$ cat config.mk
export PLATFORM = sky130hd
export DESIGN_NAME = ldg_fifo
export DESIGN_NICKNAME = d
export VERILOG_FILES = /design/src/ldg_pkg.sv /design/src/ldg_fifo.sv
export VERILOG_INCLUDE_DIRS = /design/src /design/src/src
export SDC_FILE = /design/constraint.sdc
export NUM_CORES = 1
export LEC_CHECK = 0
export ABC_CLOCK_PERIOD_IN_PS = 4650
export BUFFER_PORTS_ARGS = -buffer_cell sky130_fd_sc_hd__buf_2
export CORE_MARGIN = 8
export CORE_UTILIZATION = 45
export DETAILED_ROUTE_END_ITERATION = 6
export SETUP_SLACK_MARGIN = 0.1
export SYNTH_ARGS = -nofsm -noshare
export SYNTH_HDL_FRONTEND = slang
export SYNTH_SLANG_ARGS = --single-unit
$ cat constraint.sdc
create_clock -name clk -period 4.65 [get_ports clk]
set_input_delay 1.395 -clock clk [delete_from_list [all_inputs] [get_ports clk]]
set_output_delay 1.395 -clock clk [all_outputs]
set_load 0.01 [all_outputs]
$ cat src/line_delimiter_guesser_defines.svh
// Assertion macros shared by the line delimiter guesser modules.
`ifndef LINE_DELIMITER_GUESSER_DEFINES_SVH
`define LINE_DELIMITER_GUESSER_DEFINES_SVH

// Checks that a condition holds at every clock edge outside reset.
`define LDG_ASSERT_ALWAYS(name, cond) \
  name: assert property (@(posedge clk) disable iff (rst) (cond)) \
    else $error("%m: invariant violated");

// Checks that a trigger is followed by a consequence at the next clock edge.
`define LDG_ASSERT_NEXT(name, trig, cons) \
  name: assert property (@(posedge clk) disable iff (rst) (trig) |=> (cons)) \
    else $error("%m: expected follow-up missing");

`endif

$ cat src/ldg_pkg.sv
// Shared types, constants and functions of the line delimiter guesser.
package ldg_pkg;

  // Widths of the datapath.
  localparam int CLS_W  = 3;
  localparam int CNT_W  = 16;
  localparam int TOT_W  = 32;
  localparam int PAIR_W = TOT_W + 1;
  localparam int SUM_W  = TOT_W + 3;
  localparam int LHS_W  = TOT_W + 14;
  localparam int RHS_W  = SUM_W + 13;
  localparam int MAX_CLASSES = 8;

  // Defaults for the top-level parameters.
  localparam int DEF_CLASS_COUNT = 8;
  localparam int DEF_QUEUE_DEPTH = 4;

  // Share thresholds in units of one ten-thousandth.
  localparam int SCALE   = 10000;
  localparam int K_TAB   = 1667;
  localparam int K_SEMI  = 714;
  localparam int K_COLON = 4498;
  localparam int K_COMMA = 981;

  // Characters of interest.
  localparam logic [7:0] CH_QUOTE = 8'h22;
  localparam logic [7:0] CH_COMMA = 8'h2C;
  localparam logic [7:0] CH_SEMI  = 8'h3B;
  localparam logic [7:0] CH_TAB   = 8'h09;
  localparam logic [7:0] CH_PIPE  = 8'h7C;
  localparam logic [7:0] CH_COLON = 8'h3A;
  localparam logic [7:0] CH_DOT   = 8'h2E;
  localparam logic [7:0] CH_SPACE = 8'h20;
  localparam logic [7:0] CH_NUL   = 8'h00;

  // Delimiter class indexes.
  localparam logic [CLS_W-1:0] CLS_COMMA = 3'd0;
  localparam logic [CLS_W-1:0] CLS_SEMI  = 3'd1;
  localparam logic [CLS_W-1:0] CLS_TAB   = 3'd2;
  localparam logic [CLS_W-1:0] CLS_PIPE  = 3'd3;
  localparam logic [CLS_W-1:0] CLS_COLON = 3'd4;
  localparam logic [CLS_W-1:0] CLS_DOT   = 3'd5;
  localparam logic [CLS_W-1:0] CLS_SPACE = 3'd6;
  localparam logic [CLS_W-1:0] CLS_NUL   = 3'd7;

  // Guess codes.
  localparam logic [1:0] GUESS_COMMA = 2'd0;
  localparam logic [1:0] GUESS_SEMI  = 2'd1;
  localparam logic [1:0] GUESS_TAB   = 2'd2;
  localparam logic [1:0] GUESS_COLON = 2'd3;

  // One classified byte as it waits in the queue.
  typedef struct packed {
    logic             counted;
    logic [CLS_W-1:0] cls;
    logic             last;
  } item_t;

  // One result, guess code in the lowest bits.
  typedef struct packed {
    logic [7:0]       eligible_mask;
    logic [CNT_W-1:0] guess_count;
    logic [7:0]       guess_char;
    logic [1:0]       guess_code;
  } result_t;

  // True when the byte belongs to one of the delimiter classes.
  function automatic logic class_hit(input logic [7:0] b);
    case (b)
      CH_COMMA, CH_SEMI, CH_TAB, CH_PIPE,
      CH_COLON, CH_DOT, CH_SPACE, CH_NUL: class_hit = 1'b1;
      default:                            class_hit = 1'b0;
    endcase
  endfunction

  // Class index of a delimiter byte.
  function automatic logic [CLS_W-1:0] class_idx(input logic [7:0] b);
    case (b)
      CH_COMMA: class_idx = CLS_COMMA;
      CH_SEMI:  class_idx = CLS_SEMI;
      CH_TAB:   class_idx = CLS_TAB;
      CH_PIPE:  class_idx = CLS_PIPE;
      CH_COLON: class_idx = CLS_COLON;
      CH_DOT:   class_idx = CLS_DOT;
      CH_SPACE: class_idx = CLS_SPACE;
      default:  class_idx = CLS_NUL;
    endcase
  endfunction

  // Character that belongs to a guess code.
  function automatic logic [7:0] guess_char_of(input logic [1:0] code);
    case (code)
      GUESS_COMMA: guess_char_of = CH_COMMA;
      GUESS_SEMI:  guess_char_of = CH_SEMI;
      GUESS_TAB:   guess_char_of = CH_TAB;
      default:     guess_char_of = CH_COLON;
    endcase
  endfunction

endpackage

$ cat src/ldg_fifo.sv
// Short queue of classified bytes between the front and back ends.
`include "line_delimiter_guesser_defines.svh"
module ldg_fifo #(
  parameter int DEPTH = 4
) (
  input  logic           clk,
  input  logic           rst,
  input  logic           push,
  input  ldg_pkg::item_t wr_item,
  output logic           full,
  input  logic           pop,
  output logic           empty,
  output ldg_pkg::item_t rd_item
);
  import ldg_pkg::*;

  localparam int PTR_W = (DEPTH > 1) ? $clog2(DEPTH) : 1;
  localparam int CNT_QW = $clog2(DEPTH + 1);

  item_t             slots [DEPTH];
  logic [PTR_W-1:0]  wr_ptr;
  logic [PTR_W-1:0]  rd_ptr;
  logic [CNT_QW-1:0] fill;

  assign full    = (fill == CNT_QW'(DEPTH));
  assign empty   = (fill == '0);
  assign rd_item = slots[rd_ptr];

  // Pointer wrap for any depth.
  function automatic logic [PTR_W-1:0] bump(input logic [PTR_W-1:0] p);
    bump = (p == PTR_W'(DEPTH - 1)) ? '0 : p + PTR_W'(1);
  endfunction

  // Slot storage.
  always_ff @(posedge clk) begin
    if (push) begin
      slots[wr_ptr] <= wr_item;
    end
  end

  // Pointers and fill level.
  always_ff @(posedge clk) begin
    if (rst) begin
      wr_ptr <= '0;
      rd_ptr <= '0;
      fill   <= '0;
    end else begin
      if (push) begin
        wr_ptr <= bump(wr_ptr);
      end
      if (pop) begin
        rd_ptr <= bump(rd_ptr);
      end
      if (push && !pop) begin
        fill <= fill + CNT_QW'(1);
      end else if (pop && !push) begin
        fill <= fill - CNT_QW'(1);
      end
    end
  end

  `LDG_ASSERT_ALWAYS(a_fill_in_range, fill <= CNT_QW'(DEPTH))

endmodule

* Word level (Yosys, flattened, before mapping)
Memories as Yosys holds them, arrays and structs flattened. A register that Yosys moved wholly into a read port is not among the register bits.
Index checks and enable logic that the tools add are counted.
** Word-level totals
- Register bits after elaboration :: 7
- Memory bits (writable) :: 20
- Bits of input ports :: 9
- Output and inout port bits :: 7
- Word-level logic and storage cells :: 25
- Memories kept :: 1
** Memory list
- slots :: words 4, width 5, rd ports 1, clocked after memory_dff 1, write ports 1, RTL line ldg_fifo.sv:20 : item_t slots [DEPTH];
** Operators by class
- Add/sub/neg operators :: 4
- Eq/ne operators :: 3
- Multiplexer cells :: 8
- Reductions and logical operators :: 6
** Operators with widths (number)
- $mux 2 :: 4
- $mux 3 :: 2
- $add 2x1->2 const B :: 2
- $eq 2x2->1 const B :: 2
- $add 3x1->3 const B :: 1
- $eq 3x3->1 const B :: 1
- $logic_not 3->1 :: 1
- $sub 3x1->3 const B :: 1
- $logic_and 1x1->1 :: 2
- $logic_not 1->1 :: 2
- $mux 1 :: 2
- $reduce_bool 2->1 :: 1

* Longest topological paths before layout
- Word-level depth :: 4
- Depth in mapped cells :: 7
- Gate-level depth less buffers :: 7

* Worst setup path after synthesis
Ideal clock, no wire load.
- Path type :: input -> register
- From :: input port pop
- To :: register fill[2]
- Library setup time :: 0.070 ns
- Data arrival time :: 2.587 ns
- Data required time :: 4.580 ns
- Path slack :: 1.993 ns
- Stages :: 7
- Buffers on the path :: 0
- Path through :: inv_1 -> ha_1 -> inv_1 -> fa_1 -> xor2_1 -> or3_1 -> a21oi_1
** On the way
- Longest elaborated chain between the ends :: 3
- Elaborated cells between the ends (all ways) :: 5
- Classes of those cells :: mux (1); reduce/logical (4)
** Ends and longest elaborated chain
- start: declaration :: RTL line ldg_fifo.sv:11 : input logic pop,
- $logic_not 1->1 :: RTL line ldg_fifo.sv:54 : if (push && !pop) begin
- $logic_and 1x1->1 :: RTL line ldg_fifo.sv:54
- $mux 3 or $reduce_bool 2->1 (tied branches)
- end signal: assignment :: RTL line ldg_fifo.sv:55 : fill <= fill + CNT_QW'(1);
- end signal: assignment :: RTL line ldg_fifo.sv:57 : fill <= fill - CNT_QW'(1);
- end: declaration :: RTL line ldg_fifo.sv:23 : logic [CNT_QW-1:0] fill;
Several ways; a longest one is shown, not always the timed one.
A chain may end at the register's enable or synchronous reset.

==> flow_summary_export.csv <==
group,metric,value,unit
global_route,antenna_found_initial,0,
global_route,grt_pass1_wl,3.04,mm
power_and_ir_drop,ir_drop,0.000270,V
routing,wirelength,1.88,mm
setup_path,worstPathRequired,3.25,ns
synthesis,synth_top_area_frac,0.514,
synthesis,yosysMostFrequentCell,"edfxtp_1",
setup_path,critPathMaxStageDelay,0.54,ns
layout,drive_above_1_share,0.269,
floorplanning,fp.dieH,66.9,um
worst_hold_path,holdCritPathClass,"reg2reg",
synthesis,synth-main-ff-cell,"edfxtp_1",
placement,place_congestion,0.711,
power_and_ir_drop,pwr-share-comb,0.124,
floorplanning,die_x,66.9,um
cts,path_clk_slew,0.09,ns
floorplanning,rows,18,
placement,dp_hpwl,1.35,mm
timing,period_share,0.636,
power_and_ir_drop,power.share.clock,0.278,
layout,post-route-util,0.532,
placement,portBuffers,15,
synthesis,ys_seq_area_frac,0.669,
routing,wl_per_cell,15.3,um
timing,holdWs,0.541,ns
power_and_ir_drop,p_sw_frac,0.247,
synthesis,synth_area_per_cell,16.4,um2
layout,fillCellCount,225,
global_route,grt-ovfl-total,0,
cts,cts_hold_buf,0,
timing,setup_tns,0,ns
timing,max_slew_margin,0.759,
power_and_ir_drop,p_leak,0.511,nW
cts,cts_tree,"built",
cts,clock-sinks,29,
routing,num_vias,631,
setup_path,end_kind,"primary output",
run_status,outcome,"complete, no violations",
floorplanning,design.portCount,16,
setup_path,crit_fanout,5,
setup_path,path_cells,"mux4_2 > buf_2",
routing,drc,0,
global_route,grt_pass1_vias,645,
routing,antenna_left,0,
timing,rsz0062_at_grt,"false",
cts,cts_max_level,2,
layout,antenna-diode-count,0,
global_route,grt_max_degree,9,
timing,setup_viol_count_final,0,
synthesis,synthesis.nets,87,
synthesis,synthArstFlopShare,0,
cts,clk_latency,0.32,ns
cts,cts_root_buf,"clkbuf_4",
layout,fin_nets,108,
routing,drt_iter0_drc,9,
synthesis,ys_top_cells_by_area,"edfxtp_1 51%, dfxtp_1 15%, mux4_2 9.6%",
global_route,track_usage,0.0999,
synthesis,synth_cells,71,
cts,cts_resized,0,
synthesis,syn_area,1170,um2
setup_path,worst_ep_arrival_time,1.56,ns
cts,postCtsSetupRepairBufs,0,
power_and_ir_drop,powerDensity,386,nW/um2
synthesis,synth_edf_count,20,
layout,syn_to_final_growth,12.9,%
synthesis,synth_area_leader_cell,"edfxtp_1",
timing,drv_slew,0,
run,maxCapViolCount,0,
synthesis,yosys-top-cells-count,"20 x edfxtp_1, 9 x dfxtp_1, 6 x ha_1, 6 x nor2_1",
power_and_ir_drop,p_seq_frac,0.598,
power_and_ir_drop,p_int,384,uW
floorplanning,die_area,4480,um2
timing,clock.fmax,0.338,GHz
placement,dpl.cell_count,115,
synthesis,ys_ff_latch,29,
floorplanning,initial_core_util,0.471,
timing,clock_skew,0.00682,ns
timing,timing_hold_violations_final,0,
floorplanning,core,2480,um2
synthesis,yosysWarnings,0,
cts,cts_max_path_buffers,2,
routing,first_pass_iters,3,
setup_path,worstSetupPathType,"reg2out",
layout,layoutNonFillerInstCount,123,
setup_path,start_kind,"flip-flop",
synthesis,yosysUniqueCellTypes,16,
timing,worst_pin_slew,0.360,ns
routing,vias_per_cell,5.13,
power_and_ir_drop,p_switching,126,uW
cts,cts_buffers,5,
setup_path,slowest_stage,"dfxtp_1",
timing,fin_crit,2.96,ns
[power groups by stage]
stage | logic [mW] | registers, mW | clock network (mW)
finish | 0.0631 | 0.304 | 0.142
global route | 0.0707 | 0.307 | 0.158
CTS | 0.0638 | 0.305 | 0.145
detailed placement | 0.0630 | 0.311 | 0
global placement | 0.0618 | 0.310 | 0
floorplan | 0.0440 | 0.305 | 0
[sequential cells by signal, summed over array words and instances, names as in the netlist, named ones only]
signal / count
rd_ptr: 2
wr_ptr: 2
slots: 20
fill: 3
[per-stage QoR]
step           instance area [um2]  power, mW  setup WS, ns
2_1_floorplan                 1170      0.349          1.99
3_3_place_gp                  1270      0.371          1.84
3_5_place_dp                  1270      0.374          1.77
4_1_cts                       1320      0.514          1.65
5_1_grt                       1320      0.536          1.59
6_report                      1320      0.509          1.69
[worst paths after layout]
path / startpoint / end / slack [ns] / cells past startpoint
setup / recovery: flip-flop / rd_item[4] / 1.69 / 2
hold / removal: fill[2] / fill[2] / 0.54 / 2
setup reg to reg: fill[0] / fill[2] / 3.15 / 4
hold reg to reg: fill[2] / fill[2] / 0.54 / 2
[metal layers]
metal / up-vias / wire, um / global-route usage
met5: - / 0 / 0
met4: 0 / 82 / 0.102
met2: 15 / 848 / 0.149
met1: 305 / 833 / 0.0982
met3: 8 / 115 / 0.0453
li1: 303 / - / -
[worst max-delay path, delay by kind of cell, from the launching register on]
family / cells / cell delay, ns
multiplexers: 1 / 0.54
flip-flops: 1 / 0.54
buffers and inverters: 1 / 0.15
[kinds of logic after synthesis]
logic type | count (synthesis) | share of synthesized area
adders and majority gates | 7 | 0.0815
DFF | 29 | 0.669
xor gates and xnor gates | 2 | 0.0150
AOI/OAI and AO/OA | 4 | 0.0171
and+or+nand+nor | 15 | 0.0697
buffers and inverters | 6 | 0.0257
muxes | 8 | 0.122
[layout by cell type, fill, tap and decap left out, drive strengths merged]
master  Yosys  final
ha          6      6
nor3        1      1
and2        4      4
a21oi       3      3
mux2i       3      3
inv         5      5
or3         1      1
nor2        6      6
clkbuf      0      8
edfxtp     20     20
buf         1     15
o21ai       1      1
xor2        2      2
fa          1      1
mux4        5      5
dfxtp       9      9
nor3b       3      3
[cell type report]
cell class	count	area, um2	share of cell area
sequential	29	781	0.593
multi-input combinational	36	357	0.271
timing repair buffer	15	75.1	0.0570
clock buffer	8	48.8	0.0370
tap	30	37.5	0.0285
inverter	5	18.8	0.0142
Note: power is estimated with default switching activity, not from simulation.
