**config.mk**
```make
export PLATFORM = sky130hd
export DESIGN_NAME = ldg_back
export DESIGN_NICKNAME = d
export VERILOG_FILES = /design/src/ldg_pkg.sv /design/src/ldg_back.sv
export VERILOG_INCLUDE_DIRS = /design/src /design/src/src
export SDC_FILE = /design/constraint.sdc
export NUM_CORES = 2
export LEC_CHECK = 0
export ABC_AREA = 1
export ABC_CLOCK_PERIOD_IN_PS = 8500
export BUFFER_PORTS_ARGS = -buffer_cell sky130_fd_sc_hd__clkbuf_2
export CAP_MARGIN = 20
export CORE_ASPECT_RATIO = 1.75
export CORE_MARGIN = 3
export CORE_UTILIZATION = 60
export DETAILED_ROUTE_END_ITERATION = 8
export PLACE_DENSITY = 0.79
export SLEW_MARGIN = 20
export SYNTH_ARGS = -nofsm -noshare
export SYNTH_HDL_FRONTEND = slang
export SYNTH_SLANG_ARGS = --single-unit
```
**constraint.sdc**
```tcl
create_clock -name clk -period 8.5 [get_ports clk]
set_clock_uncertainty 0.15 [all_clocks]
set_input_delay 0.425 -clock clk [delete_from_list [all_inputs] [get_ports clk]]
set_output_delay 0.425 -clock clk [all_outputs]
set_load 0.01 [all_outputs]
```
**src/line_delimiter_guesser_defines.svh**
```systemverilog
// Assertion macros shared by the line delimiter guesser modules.
`ifndef LINE_DELIMITER_GUESSER_DEFINES_SVH
`define LINE_DELIMITER_GUESSER_DEFINES_SVH

// Checks that a condition holds at every clock edge outside reset.
`define LDG_ASSERT_ALWAYS(name, cond) \
  name: assert property (@(posedge clk) disable iff (rst) (cond)) \
    else $error("%m: invariant violated");

// Checks that a trigger is followed by a consequence at the next clock edge.
`define LDG_ASSERT_NEXT(name, trig, cons) \
  name: assert property (@(posedge clk) disable iff (rst) (trig) |=> (cons)) \
    else $error("%m: expected follow-up missing");

`endif

```
**src/ldg_pkg.sv**
```systemverilog
// Shared types, constants and functions of the line delimiter guesser.
package ldg_pkg;

  // Widths of the datapath.
  localparam int CLS_W  = 3;
  localparam int CNT_W  = 16;
  localparam int TOT_W  = 32;
  localparam int PAIR_W = TOT_W + 1;
  localparam int SUM_W  = TOT_W + 3;
  localparam int LHS_W  = TOT_W + 14;
  localparam int RHS_W  = SUM_W + 13;
  localparam int MAX_CLASSES = 8;

  // Defaults for the top-level parameters.
  localparam int DEF_CLASS_COUNT = 8;
  localparam int DEF_QUEUE_DEPTH = 4;

  // Share thresholds in units of one ten-thousandth.
  localparam int SCALE   = 10000;
  localparam int K_TAB   = 1667;
  localparam int K_SEMI  = 714;
  localparam int K_COLON = 4498;
  localparam int K_COMMA = 981;

  // Characters of interest.
  localparam logic [7:0] CH_QUOTE = 8'h22;
  localparam logic [7:0] CH_COMMA = 8'h2C;
  localparam logic [7:0] CH_SEMI  = 8'h3B;
  localparam logic [7:0] CH_TAB   = 8'h09;
  localparam logic [7:0] CH_PIPE  = 8'h7C;
  localparam logic [7:0] CH_COLON = 8'h3A;
  localparam logic [7:0] CH_DOT   = 8'h2E;
  localparam logic [7:0] CH_SPACE = 8'h20;
  localparam logic [7:0] CH_NUL   = 8'h00;

  // Delimiter class indexes.
  localparam logic [CLS_W-1:0] CLS_COMMA = 3'd0;
  localparam logic [CLS_W-1:0] CLS_SEMI  = 3'd1;
  localparam logic [CLS_W-1:0] CLS_TAB   = 3'd2;
  localparam logic [CLS_W-1:0] CLS_PIPE  = 3'd3;
  localparam logic [CLS_W-1:0] CLS_COLON = 3'd4;
  localparam logic [CLS_W-1:0] CLS_DOT   = 3'd5;
  localparam logic [CLS_W-1:0] CLS_SPACE = 3'd6;
  localparam logic [CLS_W-1:0] CLS_NUL   = 3'd7;

  // Guess codes.
  localparam logic [1:0] GUESS_COMMA = 2'd0;
  localparam logic [1:0] GUESS_SEMI  = 2'd1;
  localparam logic [1:0] GUESS_TAB   = 2'd2;
  localparam logic [1:0] GUESS_COLON = 2'd3;

  // One classified byte as it waits in the queue.
  typedef struct packed {
    logic             counted;
    logic [CLS_W-1:0] cls;
    logic             last;
  } item_t;

  // One result, guess code in the lowest bits.
  typedef struct packed {
    logic [7:0]       eligible_mask;
    logic [CNT_W-1:0] guess_count;
    logic [7:0]       guess_char;
    logic [1:0]       guess_code;
  } result_t;

  // True when the byte belongs to one of the delimiter classes.
  function automatic logic class_hit(input logic [7:0] b);
    case (b)
      CH_COMMA, CH_SEMI, CH_TAB, CH_PIPE,
      CH_COLON, CH_DOT, CH_SPACE, CH_NUL: class_hit = 1'b1;
      default:                            class_hit = 1'b0;
    endcase
  endfunction

  // Class index of a delimiter byte.
  function automatic logic [CLS_W-1:0] class_idx(input logic [7:0] b);
    case (b)
      CH_COMMA: class_idx = CLS_COMMA;
      CH_SEMI:  class_idx = CLS_SEMI;
      CH_TAB:   class_idx = CLS_TAB;
      CH_PIPE:  class_idx = CLS_PIPE;
      CH_COLON: class_idx = CLS_COLON;
      CH_DOT:   class_idx = CLS_DOT;
      CH_SPACE: class_idx = CLS_SPACE;
      default:  class_idx = CLS_NUL;
    endcase
  endfunction

  // Character that belongs to a guess code.
  function automatic logic [7:0] guess_char_of(input logic [1:0] code);
    case (code)
      GUESS_COMMA: guess_char_of = CH_COMMA;
      GUESS_SEMI:  guess_char_of = CH_SEMI;
      GUESS_TAB:   guess_char_of = CH_TAB;
      default:     guess_char_of = CH_COLON;
    endcase
  endfunction

endpackage

```
**src/ldg_back.sv**
```systemverilog
// Back end: per-line counting and the fold into consistent counts and totals.
`include "line_delimiter_guesser_defines.svh"
module ldg_back #(
  parameter int CLASS_COUNT = 8
) (
  input  logic                        clk,
  input  logic                        rst,
  input  logic                        q_empty,
  input  ldg_pkg::item_t              q_item,
  output logic                        q_pop,
  input  logic                        advance,
  output logic                        fold_done,
  output logic [ldg_pkg::CNT_W-1:0]   cons [CLASS_COUNT],
  output logic [ldg_pkg::TOT_W-1:0]   tot  [CLASS_COUNT]
);
  import ldg_pkg::*;

  logic [CNT_W-1:0] line_cnt [CLASS_COUNT];
  logic [CNT_W-1:0] cnt_next [CLASS_COUNT];
  logic [PAIR_W-1:0] tot_sum [CLASS_COUNT];
  logic             counts_clear;

  assign q_pop = !q_empty && advance;

  // Line counts including the byte being retired, saturating at the top.
  always_comb begin
    counts_clear = 1'b1;
    for (int i = 0; i < CLASS_COUNT; i++) begin
      cnt_next[i] = line_cnt[i];
      if (q_item.counted && q_item.cls == CLS_W'(i) && line_cnt[i] != '1) begin
        cnt_next[i] = line_cnt[i] + CNT_W'(1);
      end
      tot_sum[i] = {1'b0, tot[i]} + PAIR_W'(cnt_next[i]);
      if (line_cnt[i] != '0) begin
        counts_clear = 1'b0;
      end
    end
  end

  // Counting, and at a line end the fold of each class with a nonzero count.
  always_ff @(posedge clk) begin
    if (rst) begin
      fold_done <= 1'b0;
      for (int i = 0; i < CLASS_COUNT; i++) begin
        line_cnt[i] <= '0;
        cons[i]     <= '1;
        tot[i]      <= '0;
      end
    end else if (advance) begin
      fold_done <= q_pop && q_item.last;
      if (q_pop) begin
        for (int i = 0; i < CLASS_COUNT; i++) begin
          if (q_item.last) begin
            line_cnt[i] <= '0;
            if (cnt_next[i] != '0) begin
              if (cons[i] > cnt_next[i]) begin
                cons[i] <= cnt_next[i];
              end else if (cons[i] != cnt_next[i]) begin
                cons[i] <= '0;
              end
              tot[i] <= tot_sum[i][PAIR_W-1] ? '1 : tot_sum[i][TOT_W-1:0];
            end
          end else begin
            line_cnt[i] <= cnt_next[i];
          end
        end
      end
    end
  end

  `LDG_ASSERT_NEXT(a_counts_cleared, advance && q_pop && q_item.last, counts_clear)

  // An inconsistent class stays inconsistent for good.
  for (genvar g = 0; g < CLASS_COUNT; g++) begin : g_sticky
    `LDG_ASSERT_NEXT(a_zero_sticks, cons[g] == '0, cons[g] == '0)
  end

endmodule

```
======== Word level (Yosys, flattened, before mapping) ========
Memory sizes are Yosys's and may differ from the RTL's.
Cells that the tools add are included.
word-level totals
  word-level logic and storage cells ...... 193
  output and inout bits ................... 386
  register bits after elaboration ......... 385
  memories ................................ 1
  input port bits ......................... 9
  memory bits (writable) .................. 128
operators by class
  eq/ne operators ......................... 23
  reductions and logical operators ........ 52
  magnitude comparators ................... 8
  add/sub/neg operators ................... 16
  bitwise operators ....................... 16
  mux-type cells .......................... 60
memories
  memory    words  width  rd ports  clocked after Yosys merged registers in  write ports  line            text
  line_cnt  8      16     8         0                                        8            ldg_back.sv:18  logic [CNT_W-1:0] line_cnt [CLASS_COUNT];
operators by type and width
  kind                                                                   count
  16-bit 2-to-1 mux                                                      40
  32-bit by 16-bit adder with 33-bit output                              8
  32-bit 2-to-1 mux                                                      8
  16-bit by 1-bit adder with 16-bit output, second input constant        8
  16-bit > comparator                                                    8
  16-bit inequality test                                                 8
  16-bit inequality test, second input constant                          8
  16-bit nonzero test                                                    8
  5-bit AND reduction                                                    8
  4-bit AND reduction                                                    8
  1-bit logical AND                                                      18
  1-bit OR                                                               16
  2-bit nonzero test                                                     8
  3-bit equality test, second input constant                             4
  1-bit 2-to-1 mux                                                       12
  3-bit by 2-bit equality test with 1-bit output, second input constant  2
  3-bit by 1-bit equality test with 1-bit output, second input constant  1
  3-bit zero test                                                        1
  1-bit zero test                                                        1

======== Logic depth before layout (Yosys ltp) ========
  word-level depth ........................ 8
  gate-level depth with buffers ........... 28
  depth with buffers taken out ............ 27

======== Worst setup path before layout ========
OpenSTA, ideal clock, no wires.
  path type ............................... input to register
  start ................................... input rst
  end ..................................... memory line_cnt[0][0], enable pin
  data arrival time ....................... 3.058 ns
  cell stages on the path ................. 5
  buffers on the path ..................... 3
  library setup time ...................... 1.006 ns
  path slack .............................. 4.286 ns
  required time ........................... 7.344 ns
  cells stage by stage .................... clkbuf_1 inv_1 clkbuf_1 clkbuf_1 nand2_1
RTL lines
  what                line            text
  start: declaration  ldg_back.sv:7   input logic rst,
  end: declaration    ldg_back.sv:18

==> insert_results.sql <==
INSERT INTO impl_metrics (metric_group, metric, value, unit) VALUES
('clock_network', 'cts_num_sinks', '513', ''),
('global_routing', 'maximum_number_of_pins_on_one_net_before_global_route_repair', '95', ''),
('die', 'height_of_the_die', '339.8', 'um'),
('worst_setup_path', 'worst_path_dominant_cell_family', 'compound AO/OA/AOI/OAI gates', ''),
('route', 'routedWlPerCell', '18.07', 'um'),
('final_layout', 'area_growth', '10.88', '%'),
('synth', 'postSynth.topFlopCell', 'dfxtp_1', ''),
('placed_design', 'dp_worst_setup_slack', '3657', 'ps'),
('power_and_ir_drop', 'power', '6.238', 'mW'),
('job', 'drv.max_cap_violation_count', '0', ''),
('synth', 'async_flop_share', '0', '%'),
('placed_design', 'dp.final_hpwl', '99040', 'um'),
('status', 'run_status', 'completed', ''),
('sta', 'unrepaired_setup_endpoints_after_global_routing', 'false', ''),
('route', 'drt_via_density', '5.697', ''),
('worst_setup_path', 'critical_path.cell_chain', 'ha_1 -> inv_1 -> nor2_4 -> nand2_2 -> o21a_1 -> nand2_1 -> o21ai_1 -> inv_1 -> ha_1 -> a21oi_1 -> o21ai_0 -> a21oi_1 -> nand2_1 -> a21oi_1 -> inv_1 -> o21ai_0 -> inv_1', ''),
('worst_setup_path', 'critical_path.max_stage_delay', '810', 'ps'),
('global_routing', 'grt_pass1_wl', '198900', 'um'),
('sta', 'worst-slew-pin-transition', '1064', 'ps'),
('power_and_ir_drop', 'power.density_cell_area', '147.3', 'mW/mm^2'),
('global_routing', 'first_global_vias', '38720', ''),
('global_routing', 'overflow', '0', ''),
('placed_design', 'post_place_cell_area', '0.04058', 'sq mm'),
('route', 'via_count', '40130', ''),
('worst_setup_path', 'reg2reg_slack', '3600', 'ps'),
('clock_network', 'htree_num_levels', '2', ''),
('clock_network', 'cts-root-to-sink-buffers', '3', ''),
('worst_setup_path', 'path_class', 'reg -> reg', ''),
('synth', 'post_synthesis_sequential_area_ratio', '30.24', '%'),
('sta', 'final-max-slew-violation-count', '0', ''),
('synth', 'synth_cells', '5867', ''),
('die', 'dieArea', '0.06684', 'sq mm'),
('placed_design', 'placed_cells', '6945', ''),
('synth', 'mappedNetlistNets', '6116', ''),
('global_routing', 'antenna_found_initial', '1', ''),
('power_and_ir_drop', 'static-leakage-power', '20.77', 'nW'),
('synth', 'post-synth-top-count-cell', 'nand2_1', ''),
('route', 'routed_wl', '127200', 'um'),
('sta', 'final-setup-viol-count', '0', ''),
('final_layout', 'layout-drive-gt1-share', '10.65', '%'),
('worst_setup_path', 'worst-r2r-cell-count', '17', ''),
('worst_setup_path', 'timing.critical_path.slowest_stage_cell', 'a21oi_1', ''),
('worst_setup_path', 'highest_fanout_seen_on_the_critical_path', '24', ''),
('global_routing', 'grt_usage', '36.64', '%'),
('clock_network', 'tritoncts_clock_tree', 'done', ''),
('worst_setup_path', 'cpMostUsedCell', 'inv_1', ''),
('worst_hold_path', 'path_category_of_the_worst_min_delay_check', 'in -> reg', ''),
('synth', 'synthTopCellsByCount', 'nand2_1 (1433), inv_1 (819), nor2_1 (776)', ''),
('power_and_ir_drop', 'max-vdd-ir-drop', '0.1782', 'mV'),
('synth', 'synth.top_cells.by_area', 'dfxtp_1 (20%), nand2_1 (14%), edfxtp_1 (10%)', ''),
('worst_setup_path', 'critPathCaptureType', 'flip-flop', ''),
('worst_setup_path', 'path_buf_inv', '4', ''),
('die', 'placeableCoreArea', '0.06268', 'sq mm'),
('die', 'die_x', '196.7', 'um'),
('synth', 'synth_top_area_share', '20.18', '%'),
('worst_setup_path', 'required_arrival_time_at_the_worst_endpoint', '8870', 'ps'),
('sta', 'max_slew_margin', '29.08', '%'),
('worst_setup_path', 'regToRegStartpoint', 'line_cnt[0][48]$_SDFFCE_PN0P_', ''),
('synth', 'synth_edf_count', '128', ''),
('synth', 'synthesis.area', '0.03820', 'sq mm'),
('die', 'initial_core_util', '60.94', '%'),
('worst_setup_path', 'arrival', '5270', 'ps'),
('sta', 'finalCritPeriodShare', '57.68', '%'),
('synth', 'post_synth.cell_area_avg', '6.511', 'sq um'),
('route', 'detail-route-antenna-nets', '0', ''),
('synth', 'post-synth-top-area-cell', 'dfxtp_1', ''),
('die', 'placement_rows', '121', ''),
('sta', 'post-route-min-period', '4903', 'ps'),
('synth', 'synth-seq-cells', '513', ''),
('route', 'remaining_drc_errors', '0', ''),
('final_layout', 'finalNonFillerCells', '7043', '');
power by group:
part,internal (mW),switching [mW]
clock,1.37,1.06
sequential,2.60,0.120
combinational,0.355,0.727
total,4.33,1.91
per-stage QoR:
| step | utilization, % | hold WS [ps] |
|---|---|---|
| finish | 67.58 | 26.74 |
| floorplan | - | 337.2 |
| global placement | 64.73 | 310.0 |
| detailed placement | 64.74 | 330.9 |
| global route | 67.57 | 51.43 |
| CTS | 67.57 | 10.33 |
final cells by class:
| class | instances | area [sq um] | area share (%) |
|---|---|---|---|
| repair buffers | 411 | 2108 | 4.978 |
| flip-flops and latches | 513 | 11550 | 27.27 |
| multi-input cells | 4375 | 22730 | 53.68 |
| clock buffers | 77 | 1568 | 3.702 |
| inverters | 848 | 3196 | 7.545 |
| clock inverters | 19 | 195.2 | 0.4608 |
| well taps | 799 | 999.7 | 2.360 |
| diodes | 1 | 2.502 | 0.005908 |
state kept, by name (all words and copies together), names as in the netlist:
signal and cells:
tot 256, cons 128, line_cnt 128, fold_done 1
worst max-delay path by stage:
| stage | from | to | cells past startpoint |
|---|---|---|---|
| 5_1_grt | line_cnt[0][48]$_SDFFCE_PN0P_ | tot[129]$_SDFFE_PP0P_ | 17 |
| 6_report | line_cnt[0][48]$_SDFFCE_PN0P_ | tot[129]$_SDFFE_PP0P_ | 17 |
| 4_1_cts | line_cnt[0][48]$_SDFFCE_PN0P_ | tot[129]$_SDFFE_PP0P_ | 17 |
| 3_5_place_dp | q_item[3] | tot[129]$_SDFFE_PP0P_ | 17 |
| 3_3_place_gp | q_item[3] | tot[129]$_SDFFE_PP0P_ | 17 |
| 2_1_floorplan | rst | line_cnt[0][0]$_SDFFCE_PN0P_ | 5 |
metal layers:
metal / share of wire, % / vias up / GRT usage (%)
met1: 36 / 18360 / 38.41
li1: - / 19830 / -
met4: 7.2 / 2 / 22.76
met3: 7.3 / 487 / 8.132
met2: 49 / 1445 / 65.85
met5: 0.010 / - / 0
cell families (layout without fill, tap and decap cells):
| group | Yosys count | after routing | synth area share, % |
|---|---|---|---|
| flip-flops | 513 | 513 | 30.24 |
| AND/OR/NAND/NOR | 3109 | 3109 | 34.98 |
| buffers and inverters | 979 | 1355 | 10.26 |
| AO/OA/AOI/OAI | 841 | 841 | 12.41 |
| XOR/XNOR | 185 | 185 | 4.242 |
| other | 0 | 1 | 0 |
| adder cells (fa/ha/maj) | 240 | 240 | 7.861 |
cells in the final DEF, fill, tap and decap left out, types with 31 or more instances in the layout:
| cell | instances |
|---|---|
| a21oi_1 | 355 |
| a31oi_1 | 42 |
| clkbuf_16 | 54 |
| clkbuf_2 | 393 |
| dfxtp_1 | 385 |
| edfxtp_1 | 128 |
| ha_1 | 240 |
| inv_1 | 818 |
| nand2_1 | 1432 |
| nand2_2 | 31 |
| nand3_1 | 484 |
| nand3b_1 | 31 |
| nand4_1 | 121 |
| nor2_1 | 776 |
| nor3_1 | 133 |
| o21ai_0 | 238 |
| o21ai_1 | 67 |
| xnor2_1 | 57 |
| xor2_1 | 128 |
what timing repair did:
action,in CTS,in global routing
hold endpoints to repair,1,0
hold buffers,1,0
gates resized for setup,0,0
worst reg2reg max path: stages (launching register included):
cell	delay, ps
edfxtp_1	490
ha_1	300
inv_1	120
nor2_4	60
nand2_2	100
o21a_1	660
nand2_1	110
o21ai_1	210
inv_1	140
ha_1	370
a21oi_1	240
o21ai_0	230
a21oi_1	170
nand2_1	110
a21oi_1	810
inv_1	260
o21ai_0	230
inv_1	50
(Power assumes the default switching activity.)
