`src/line_delimiter_guesser_defines.svh`:
```
// Assertion macros shared by the line delimiter guesser modules.
`ifndef LINE_DELIMITER_GUESSER_DEFINES_SVH
`define LINE_DELIMITER_GUESSER_DEFINES_SVH

// Checks that a condition holds at every clock edge outside reset.
`define LDG_ASSERT_ALWAYS(name, cond) \
  name: assert property (@(posedge clk) disable iff (rst) (cond)) \
    else $error("%m: invariant violated");

// Checks that a trigger is followed by a consequence at the next clock edge.
`define LDG_ASSERT_NEXT(name, trig, cons) \
  name: assert property (@(posedge clk) disable iff (rst) (trig) |=> (cons)) \
    else $error("%m: expected follow-up missing");

`endif

```
`src/ldg_pkg.sv`:
```
// Shared types, constants and functions of the line delimiter guesser.
package ldg_pkg;

  // Widths of the datapath.
  localparam int CLS_W  = 3;
  localparam int CNT_W  = 16;
  localparam int TOT_W  = 32;
  localparam int PAIR_W = TOT_W + 1;
  localparam int SUM_W  = TOT_W + 3;
  localparam int LHS_W  = TOT_W + 14;
  localparam int RHS_W  = SUM_W + 13;
  localparam int MAX_CLASSES = 8;

  // Defaults for the top-level parameters.
  localparam int DEF_CLASS_COUNT = 8;
  localparam int DEF_QUEUE_DEPTH = 4;

  // Share thresholds in units of one ten-thousandth.
  localparam int SCALE   = 10000;
  localparam int K_TAB   = 1667;
  localparam int K_SEMI  = 714;
  localparam int K_COLON = 4498;
  localparam int K_COMMA = 981;

  // Characters of interest.
  localparam logic [7:0] CH_QUOTE = 8'h22;
  localparam logic [7:0] CH_COMMA = 8'h2C;
  localparam logic [7:0] CH_SEMI  = 8'h3B;
  localparam logic [7:0] CH_TAB   = 8'h09;
  localparam logic [7:0] CH_PIPE  = 8'h7C;
  localparam logic [7:0] CH_COLON = 8'h3A;
  localparam logic [7:0] CH_DOT   = 8'h2E;
  localparam logic [7:0] CH_SPACE = 8'h20;
  localparam logic [7:0] CH_NUL   = 8'h00;

  // Delimiter class indexes.
  localparam logic [CLS_W-1:0] CLS_COMMA = 3'd0;
  localparam logic [CLS_W-1:0] CLS_SEMI  = 3'd1;
  localparam logic [CLS_W-1:0] CLS_TAB   = 3'd2;
  localparam logic [CLS_W-1:0] CLS_PIPE  = 3'd3;
  localparam logic [CLS_W-1:0] CLS_COLON = 3'd4;
  localparam logic [CLS_W-1:0] CLS_DOT   = 3'd5;
  localparam logic [CLS_W-1:0] CLS_SPACE = 3'd6;
  localparam logic [CLS_W-1:0] CLS_NUL   = 3'd7;

  // Guess codes.
  localparam logic [1:0] GUESS_COMMA = 2'd0;
  localparam logic [1:0] GUESS_SEMI  = 2'd1;
  localparam logic [1:0] GUESS_TAB   = 2'd2;
  localparam logic [1:0] GUESS_COLON = 2'd3;

  // One classified byte as it waits in the queue.
  typedef struct packed {
    logic             counted;
    logic [CLS_W-1:0] cls;
    logic             last;
  } item_t;

  // One result, guess code in the lowest bits.
  typedef struct packed {
    logic [7:0]       eligible_mask;
    logic [CNT_W-1:0] guess_count;
    logic [7:0]       guess_char;
    logic [1:0]       guess_code;
  } result_t;

  // True when the byte belongs to one of the delimiter classes.
  function automatic logic class_hit(input logic [7:0] b);
    case (b)
      CH_COMMA, CH_SEMI, CH_TAB, CH_PIPE,
      CH_COLON, CH_DOT, CH_SPACE, CH_NUL: class_hit = 1'b1;
      default:                            class_hit = 1'b0;
    endcase
  endfunction

  // Class index of a delimiter byte.
  function automatic logic [CLS_W-1:0] class_idx(input logic [7:0] b);
    case (b)
      CH_COMMA: class_idx = CLS_COMMA;
      CH_SEMI:  class_idx = CLS_SEMI;
      CH_TAB:   class_idx = CLS_TAB;
      CH_PIPE:  class_idx = CLS_PIPE;
      CH_COLON: class_idx = CLS_COLON;
      CH_DOT:   class_idx = CLS_DOT;
      CH_SPACE: class_idx = CLS_SPACE;
      default:  class_idx = CLS_NUL;
    endcase
  endfunction

  // Character that belongs to a guess code.
  function automatic logic [7:0] guess_char_of(input logic [1:0] code);
    case (code)
      GUESS_COMMA: guess_char_of = CH_COMMA;
      GUESS_SEMI:  guess_char_of = CH_SEMI;
      GUESS_TAB:   guess_char_of = CH_TAB;
      default:     guess_char_of = CH_COLON;
    endcase
  endfunction

endpackage

```
`src/ldg_decide.sv`:
```
// Decision pipeline: eligible sums, exact share tests and the output register.
`include "line_delimiter_guesser_defines.svh"
module ldg_decide #(
  parameter int CLASS_COUNT = 8
) (
  input  logic                      clk,
  input  logic                      rst,
  input  logic                      fold_done,
  input  logic [ldg_pkg::CNT_W-1:0] cons [CLASS_COUNT],
  input  logic [ldg_pkg::TOT_W-1:0] tot  [CLASS_COUNT],
  output logic                      advance,
  output logic                      m_valid,
  input  logic                      m_ready,
  output ldg_pkg::result_t          result
);
  import ldg_pkg::*;

  logic [CNT_W-1:0] cons8 [MAX_CLASSES];
  logic [TOT_W-1:0] tot8  [MAX_CLASSES];
  logic [TOT_W-1:0] tsel  [MAX_CLASSES];
  logic [7:0]       elig;

  // Stage 1 registers.
  logic              v1;
  logic [7:0]        s1_mask;
  logic [PAIR_W-1:0] s1_pair [4];
  logic [TOT_W-1:0]  s1_t_comma, s1_t_semi, s1_t_tab, s1_t_colon;
  logic [CNT_W-1:0]  s1_c_comma, s1_c_semi, s1_c_tab, s1_c_colon;

  // Stage 2 registers.
  logic              v2;
  logic [7:0]        s2_mask;
  logic [SUM_W-1:0]  s2_sum;
  logic [TOT_W-1:0]  s2_t_comma, s2_t_semi, s2_t_tab, s2_t_colon;
  logic [CNT_W-1:0]  s2_c_comma, s2_c_semi, s2_c_tab, s2_c_colon;

  // Stage 3 registers.
  logic              v3;
  logic [7:0]        s3_mask;
  logic [LHS_W-1:0]  s3_l_comma, s3_l_semi, s3_l_tab, s3_l_colon;
  logic [RHS_W-1:0]  s3_r_comma, s3_r_semi, s3_r_tab, s3_r_colon;
  logic              s3_tab_nz;
  logic [CNT_W-1:0]  s3_c_comma, s3_c_semi, s3_c_tab, s3_c_colon;

  logic le_tab, le_semi, le_colon, le_comma;
  logic [1:0]       code;
  logic [CNT_W-1:0] count_sel;

  // The whole pipeline moves whenever the output register can take a value.
  assign advance = !m_valid || m_ready;

  // Absent classes read as unset with an empty total.
  for (genvar g = 0; g < MAX_CLASSES; g++) begin : g_pad
    if (g < CLASS_COUNT) begin : g_have
      assign cons8[g] = cons[g];
      assign tot8[g]  = tot[g];
    end else begin : g_none
      assign cons8[g] = '1;
      assign tot8[g]  = '0;
    end
    assign elig[g] = (cons8[g] != '0) && !cons8[g][CNT_W-1];
    assign tsel[g] = elig[g] ? tot8[g] : '0;
  end

  // Stage 1: eligibility, masked totals and pairwise sums.
  always_ff @(posedge clk) begin
    if (advance) begin
      s1_mask    <= elig;
      for (int j = 0; j < 4; j++) begin
        s1_pair[j] <= {1'b0, tsel[2*j]} + {1'b0, tsel[2*j+1]};
      end
      s1_t_comma <= tsel[CLS_COMMA];
      s1_t_semi  <= tsel[CLS_SEMI];
      s1_t_tab   <= tsel[CLS_TAB];
      s1_t_colon <= tsel[CLS_COLON];
      s1_c_comma <= cons8[CLS_COMMA];
      s1_c_semi  <= cons8[CLS_SEMI];
      s1_c_tab   <= cons8[CLS_TAB];
      s1_c_colon <= cons8[CLS_COLON];
    end
  end

  // Stage 2: sum of the eligible totals.
  always_ff @(posedge clk) begin
    if (advance) begin
      s2_mask    <= s1_mask;
      s2_sum     <= SUM_W'(s1_pair[0]) + SUM_W'(s1_pair[1])
                  + SUM_W'(s1_pair[2]) + SUM_W'(s1_pair[3]);
      s2_t_comma <= s1_t_comma;
      s2_t_semi  <= s1_t_semi;
      s2_t_tab   <= s1_t_tab;
      s2_t_colon <= s1_t_colon;
      s2_c_comma <= s1_c_comma;
      s2_c_semi  <= s1_c_semi;
      s2_c_tab   <= s1_c_tab;
      s2_c_colon <= s1_c_colon;
    end
  end

  // Stage 3: both sides of each share comparison, one multiplier apiece.
  always_ff @(posedge clk) begin
    if (advance) begin
      s3_mask    <= s2_mask;
      s3_l_comma <= LHS_W'(s2_t_comma) * LHS_W'(SCALE);
      s3_l_semi  <= LHS_W'(s2_t_semi) * LHS_W'(SCALE);
      s3_l_tab   <= LHS_W'(s2_t_tab) * LHS_W'(SCALE);
      s3_l_colon <= LHS_W'(s2_t_colon) * LHS_W'(SCALE);
      s3_r_comma <= RHS_W'(s2_sum) * RHS_W'(K_COMMA);
      s3_r_semi  <= RHS_W'(s2_sum) * RHS_W'(K_SEMI);
      s3_r_tab   <= RHS_W'(s2_sum) * RHS_W'(K_TAB);
      s3_r_colon <= RHS_W'(s2_sum) * RHS_W'(K_COLON);
      s3_tab_nz  <= (s2_t_tab != '0);
      s3_c_comma <= s2_c_comma;
      s3_c_semi  <= s2_c_semi;
      s3_c_tab   <= s2_c_tab;
      s3_c_colon <= s2_c_colon;
    end
  end

  // Valid bits of the pipeline.
  always_ff @(posedge clk) begin
    if (rst) begin
      v1      <= 1'b0;
      v2      <= 1'b0;
      v3      <= 1'b0;
      m_valid <= 1'b0;
    end else if (advance) begin
      v1      <= fold_done;
      v2      <= v1;
      v3      <= v2;
      m_valid <= v3;
    end
  end

  // Decision list over the share comparisons.
  always_comb begin
    le_tab   = RHS_W'(s3_l_tab) <= s3_r_tab;
    le_semi  = RHS_W'(s3_l_semi) <= s3_r_semi;
    le_colon = RHS_W'(s3_l_colon) <= s3_r_colon;
    le_comma = RHS_W'(s3_l_comma) <= s3_r_comma;
    if (le_tab && le_semi && le_colon) begin
      code = GUESS_COMMA;
    end else if (le_semi && s3_tab_nz) begin
      code = GUESS_TAB;
    end else if (!le_semi) begin
      code = GUESS_SEMI;
    end else if (le_comma) begin
      code = GUESS_COLON;
    end else begin
      code = GUESS_COMMA;
    end
    case (code)
      GUESS_COMMA: count_sel = s3_c_comma;
      GUESS_SEMI:  count_sel = s3_c_semi;
      GUESS_TAB:   count_sel = s3_c_tab;
      default:     count_sel = s3_c_colon;
    endcase
  end

  // Output register.
  always_ff @(posedge clk) begin
    if (advance) begin
      result.guess_code    <= code;
      result.guess_char    <= guess_char_of(code);
      result.guess_count   <= count_sel;
      result.eligible_mask <= s3_mask;
    end
  end

  `LDG_ASSERT_NEXT(a_result_reaches_output, v3 && advance, m_valid)

endmodule

```
`config.mk`:
```
export PLATFORM = sky130hd
export DESIGN_NAME = ldg_decide
export DESIGN_NICKNAME = d
export VERILOG_FILES = /design/src/ldg_pkg.sv /design/src/ldg_decide.sv
export VERILOG_INCLUDE_DIRS = /design/src /design/src/src
export SDC_FILE = /design/constraint.sdc
export NUM_CORES = 2
export LEC_CHECK = 0
export BUFFER_PORTS_ARGS = -buffer_cell sky130_fd_sc_hd__buf_2
export CAP_MARGIN = 10
export CORE_ASPECT_RATIO = 0.9
export CORE_MARGIN = 2
export CORE_UTILIZATION = 60
export CTS_CLUSTER_SIZE = 28
export DETAILED_ROUTE_END_ITERATION = 10
export GPL_ROUTABILITY_DRIVEN = 0
export PLACE_DENSITY = 0.79
export SYNTH_ARGS = -nofsm -noshare
export SYNTH_HDL_FRONTEND = slang
export SYNTH_SLANG_ARGS = --single-unit
export TNS_END_PERCENT = 1
```
`constraint.sdc`:
```
create_clock -name clk -period 50.9 [get_ports clk]
set_input_delay 10.18 -clock clk [delete_from_list [all_inputs] [get_ports clk]]
set_output_delay 10.18 -clock clk [all_outputs]
set_load 0.005 [all_outputs]
```
**Yosys cells after proc, flatten, opt, wreduce, memory -nomap -nowiden**

Memories as Yosys holds them, arrays and structs flattened.
Index checks and enable logic that the tools add are counted.
W data, S select, Z words.

- Output and inout port bits: 36
- RAM bits: 132
- Register bits after elaboration: 896
- Memories kept: 1

Memory list:

| memory | depth | bits a word | rd ports | clocked after Yosys merged registers in | write ports | line | text |
|---|---|---|---|---|---|---|---|
| s1_pair | 4 | 33 | 4 | 0 | 4 | ldg_decide.sv:26 | `logic [PAIR_W-1:0] s1_pair [4];` |

- Muxes and demuxes: 16
- Reductions and logical operators: 31
- Order comparisons: 4
- Multipliers: 8
- Add/subtract/negate cells: 7
- Equal/unequal tests: 2

Operators by type and width:

| kind | count |
|---|---|
| $mux W32 | 8 |
| $mul A32 B10 Y42 const B | 4 |
| $add A32 B32 Y33 | 4 |
| $reduce_bool A16 Y1 | 8 |
| $le A46 B45 Y1 | 2 |
| $le A46 B48 Y1 | 1 |
| $pmux W16 S3 | 1 |
| $mul A35 B12 Y47 const B | 1 |
| $le A46 B46 Y1 | 1 |
| $mul A35 B11 Y46 const B | 1 |
| $mul A35 B10 Y45 const B | 1 |
| $mul A35 B9 Y44 const B | 1 |
| $add A34 B33 Y35 | 1 |
| $add A35 B33 Y35 | 1 |
| $add A33 B33 Y34 | 1 |
| $reduce_bool A32 Y1 | 1 |
| $pmux W6 S3 | 1 |
| $logic_and A1 B1 Y1 | 11 |
| $logic_not A1 Y1 | 9 |
| $mux W2 | 4 |
| $eq A2 B1 Y1 const B | 1 |
| $eq A2 B2 Y1 const B | 1 |
| $logic_not A2 Y1 | 1 |
| $mux W1 | 2 |
| $logic_or A1 B1 Y1 | 1 |

**Longest topological paths before layout**

- Word-level depth: 7
- Depth in mapped cells: 23
- Gate-level depth less buffers: 22

**Least setup slack after synthesis**

Ideal clock, no wire load.

- Path kind: input to output
- Start point: input m_ready
- End point: output advance
- Path buffers: 1
- Stages on the path: 2
- Path slack: 2.949 ns
- Arrival time: 37.771 ns
- Required time: 40.720 ns
- Cells stage by stage: nand2b_1 -> clkbuf_1

- Cells in the longest elaborated chain, start to end: 1

RTL lines:

| element | line | text |
|---|---|---|
| start: declaration | ldg_decide.sv:13 | `input logic m_ready,` |
| $logic_or A1 B1 Y1 | ldg_decide.sv:50 | `assign advance = !m_valid \|\| m_ready;` |
| end: declaration | ldg_decide.sv:11 | `output logic advance,` |

Every way passes these cells.

**Worst setup path after layout**

Same ends and word-level chain as after synthesis.

==> out/summary.log <==
qor: synth.synth.cell_area 89800 µm²
qor: cts.cts_tree done
qor: floorplanning.design.die.area 153000 µm²
qor: critical_path.timing.critical_path.max_delay_family simple AND/OR/NAND/NOR gates
qor: grt.first_pass_grt_wire_length 347000 µm
qor: timing.final_hold_fails 0
qor: grt.sum_of_overflow_across_all_layers_after_global_routing 0
qor: cts.tritoncts_num_sinks 1016
qor: cts.clockRootBuffer sky130_fd_sc_hd__clkbuf_16
qor: critical_path.path_cells buf_2, nand2b_4, buf_2
qor: floorplanning.num_rows 134
qor: critical_path.path_buf_inv 2
qor: finish.design.final.nets 11000
qor: detailed_routing.antenna_nets_post_route 0
qor: outcome.result_of_the_run finished, final reports clean
qor: critical_path.crit_path_end_kind output pin
qor: floorplanning.y_dimension_of_the_die 371 µm
qor: synth.yosys_warnings 0
qor: timing.setup_viol_count_final 0
qor: timing.timing.max_slew.rel_slack 0.229
qor: critical_path.slowest_delay 0.61 ns
qor: grt.globalRouteTotalUtil 0.297
qor: cts.cts-resized-gates 0
qor: timing.rsz0062_at_grt no
qor: synth.synth.avg_cell_area 11.3 µm²
qor: critical_path.ff2ff_setup_slack 43.64 ns
qor: floorplanning.initial_util 0.605
qor: critical_path.timing.critical_path.from_type input port
qor: grt.pin_count_of_the_biggest_net_entering_global_routing 182
qor: cts.cts-hold-fix-buffers 0
qor: detailed_routing.drtIter0Drc 5210
qor: cts.post_cts_setup_repair_buffer_count 0
qor: timing.clock_skew 0.0820 ns
qor: finish.num-fill-cells 10800
qor: critical_path.cp.depth 3
qor: cts.htree_levels 3
qor: critical_path.timing.critical_path.to advance
qor: synth.synth_xor_area_frac 0.0409
qor: critical_path.crit_path_max_fanout 53
qor: synth.synth.ff_latch_count 1016
qor: synth.dominant_combinational_cell_family_by_area_after_synthesis adder cells
qor: cts.cts-buffers-inserted 102
qor: grt.antenna_found_initial 23
qor: timing.fin_tns_setup 0 ns
qor: timing.post-route-min-period 21.34 ns
qor: critical_path.critical-path-slowest-cell sky130_fd_sc_hd__nand2b_4
qor: detailed_routing.first_pass_iters 7
qor: timing.max_freq 0.0469 GHz
qor: placement.dp_hpwl 182000 µm
qor: cts.clk_path_buf_depth 3
qor: critical_path.required 40.72 ns
qor: timing.final_max_slew_viol_count 0
qor: job.max-cap-violations 0
qor: synth.yosys.cell_types.count 84
qor: cts.cts.clk_slew.worst_paths 0.06 ns
qor: critical_path.cp_data_arrival_time 11.16 ns
qor: synth.synth_fa_ha_area_frac 0.371
qor: finish.layout_commonest_cell sky130_fd_sc_hd__inv_1
qor: finish.drive_above_1_share 0.0769
qor: synth.synth_edf_count 1012
qor: critical_path.criticalPathCategory in -> out
qor: synth.synth.yosys.seq_area_share 0.339
qor: timing.tightest_slew 1.16 ns
qor: critical_path.timing.critical_path.from m_ready
qor: cts.clock_insertion_delay_worst_skew 0.79 ns
qor: critical_path.r2r_cells 18
qor: worst_hold_path.hp-class reg -> reg
qor: detailed_routing.drt-vias-per-instance 5.82
qor: critical_path.rr_startpoint s2_sum[9]$_DFFE_PP_
qor: floorplanning.chip_width 412 µm
qor: timing.final_period_utilization 0.419
qor: synth.multiplexer_area_fraction_after_synthesis 0.00234
qor: finish.layout-area-overhead-vs-synth 9.09%
qor: critical_path.reg2reg_to s3_r_colon[45]$_DFFE_PP_
qor: floorplanning.floorplan.core_area 148000 µm²
qor: finish.final_cell_mix sky130_fd_sc_hd__inv_1, sky130_fd_sc_hd__ha_1, sky130_fd_sc_hd__edfxtp_1
qor: synth.synth-main-ff-cell sky130_fd_sc_hd__edfxtp_1
qor: detailed_routing.routed-via-count 61100
qor: synth.netlist_instances 7934
qor: critical_path.most_frequent_cell_on_the_critical_path sky130_fd_sc_hd__buf_2
qor: synth.synth_compound_area_frac 0.106
qor: floorplanning.io_pins 424
qor: detailed_routing.avgRoutedWirePerCell 21.3 µm
qor: synth.share_of_synthesized_flip_flops_with_an_asynchronous_set_or_reset 0
qor: grt.grt_pass1_vias 62800
qor: detailed_routing.drt-total-wl 224000 µm
qor: detailed_routing.drc 0
qor: placement.placement.io_buffers 420
qor: synth.synth_simple_gate_area_frac 0.0715
[layer usage]
metal	wire length [µm]	global-route usage	share of wire
met3	18000	0.0628	0.080
met5	114	0	0.00051
met4	11800	0.139	0.053
met1	88600	0.375	0.40
met2	105000	0.489	0.47
[Yosys cell counts (62+ instances only)]
cell / n / area [µm²]
sky130_fd_sc_hd__inv_1: 1572 / 5900
sky130_fd_sc_hd__ha_1: 1340 / 16800
sky130_fd_sc_hd__edfxtp_1: 1012 / 30400
sky130_fd_sc_hd__fa_1: 825 / 16500
sky130_fd_sc_hd__a21oi_1: 431 / 2160
sky130_fd_sc_hd__a21o_1: 316 / 2370
sky130_fd_sc_hd__xnor2_1: 300 / 2630
sky130_fd_sc_hd__and2_1: 280 / 1750
sky130_fd_sc_hd__nor2_1: 253 / 950
sky130_fd_sc_hd__nand2_1: 186 / 698
sky130_fd_sc_hd__o21ai_0: 158 / 791
sky130_fd_sc_hd__xor2_1: 119 / 1040
sky130_fd_sc_hd__nand3_1: 87 / 435
sky130_fd_sc_hd__nand4_1: 80 / 500
sky130_fd_sc_hd__o21a_1: 73 / 548
sky130_fd_sc_hd__o21ai_1: 65 / 325
sky130_fd_sc_hd__nor3_1: 63 / 315
sky130_fd_sc_hd__nand2b_1: 62 / 388
[flip-flops by register name, summed over array words and instances, names as in the netlist, 35 cells and up]
signal,cells
s1_pair,132
s2_sum,35
s3_l_colon,42
s3_l_comma,42
s3_l_semi,42
s3_l_tab,42
s3_r_colon,47
s3_r_comma,41
s3_r_semi,42
s3_r_tab,45
[worst min-delay path by stage]
stage | depth (start not counted) | startpoint | to
3_5_place_dp | 0 | s1_c_colon[9]$_DFFE_PP_ | s2_c_colon[9]$_DFFE_PP_
4_1_cts | 0 | s3_mask[0]$_DFFE_PP_ | result[26]$_DFFE_PP_
5_1_grt | 0 | s3_mask[0]$_DFFE_PP_ | result[26]$_DFFE_PP_
3_3_place_gp | 0 | s1_c_tab[5]$_DFFE_PP_ | s2_c_tab[5]$_DFFE_PP_
2_1_floorplan | 0 | s3_mask[0]$_DFFE_PP_ | result[26]$_DFFE_PP_
6_report | 0 | s3_mask[0]$_DFFE_PP_ | result[26]$_DFFE_PP_
[per-stage QoR]
step	std cells	instance area, µm²	hold WS [ns]	setup WS [ns]	util
6_report	10500	97900	0.414	29.56	0.660
2_1_floorplan	7935	89800	0.400	2.95	-
3_3_place_gp	10300	94400	0.400	29.60	0.636
5_1_grt	10500	97900	0.418	29.50	0.660
3_5_place_dp	10300	94400	0.405	29.58	0.636
4_1_cts	10500	97900	0.415	29.58	0.660
[cell families (layout without fill, tap and decap cells)]
group | Yosys count | after routing
fa+ha+maj | 2165 | 2165
buf+inv | 1638 | 2211
compound gates | 1452 | 1452
simple gates | 1221 | 1221
flops | 1016 | 1016
xor+xnor | 419 | 419
mux | 21 | 21
other cells | 2 | 18
[final cells by class]
class,instances,area (µm²),share of cell area
multi-input combinational,5281,53200,0.544
inverter,1572,5900,0.0603
tap,1972,2470,0.0252
clock buffer,113,2590,0.0265
sequential,1016,30500,0.311
clock inverter,78,881,0.00900
timing repair buffer,448,2350,0.0240
antenna,15,37.5,0.000383
Power is not shown: default switching activity piles up to over one toggle a cycle in this logic, so the estimate is an artifact.
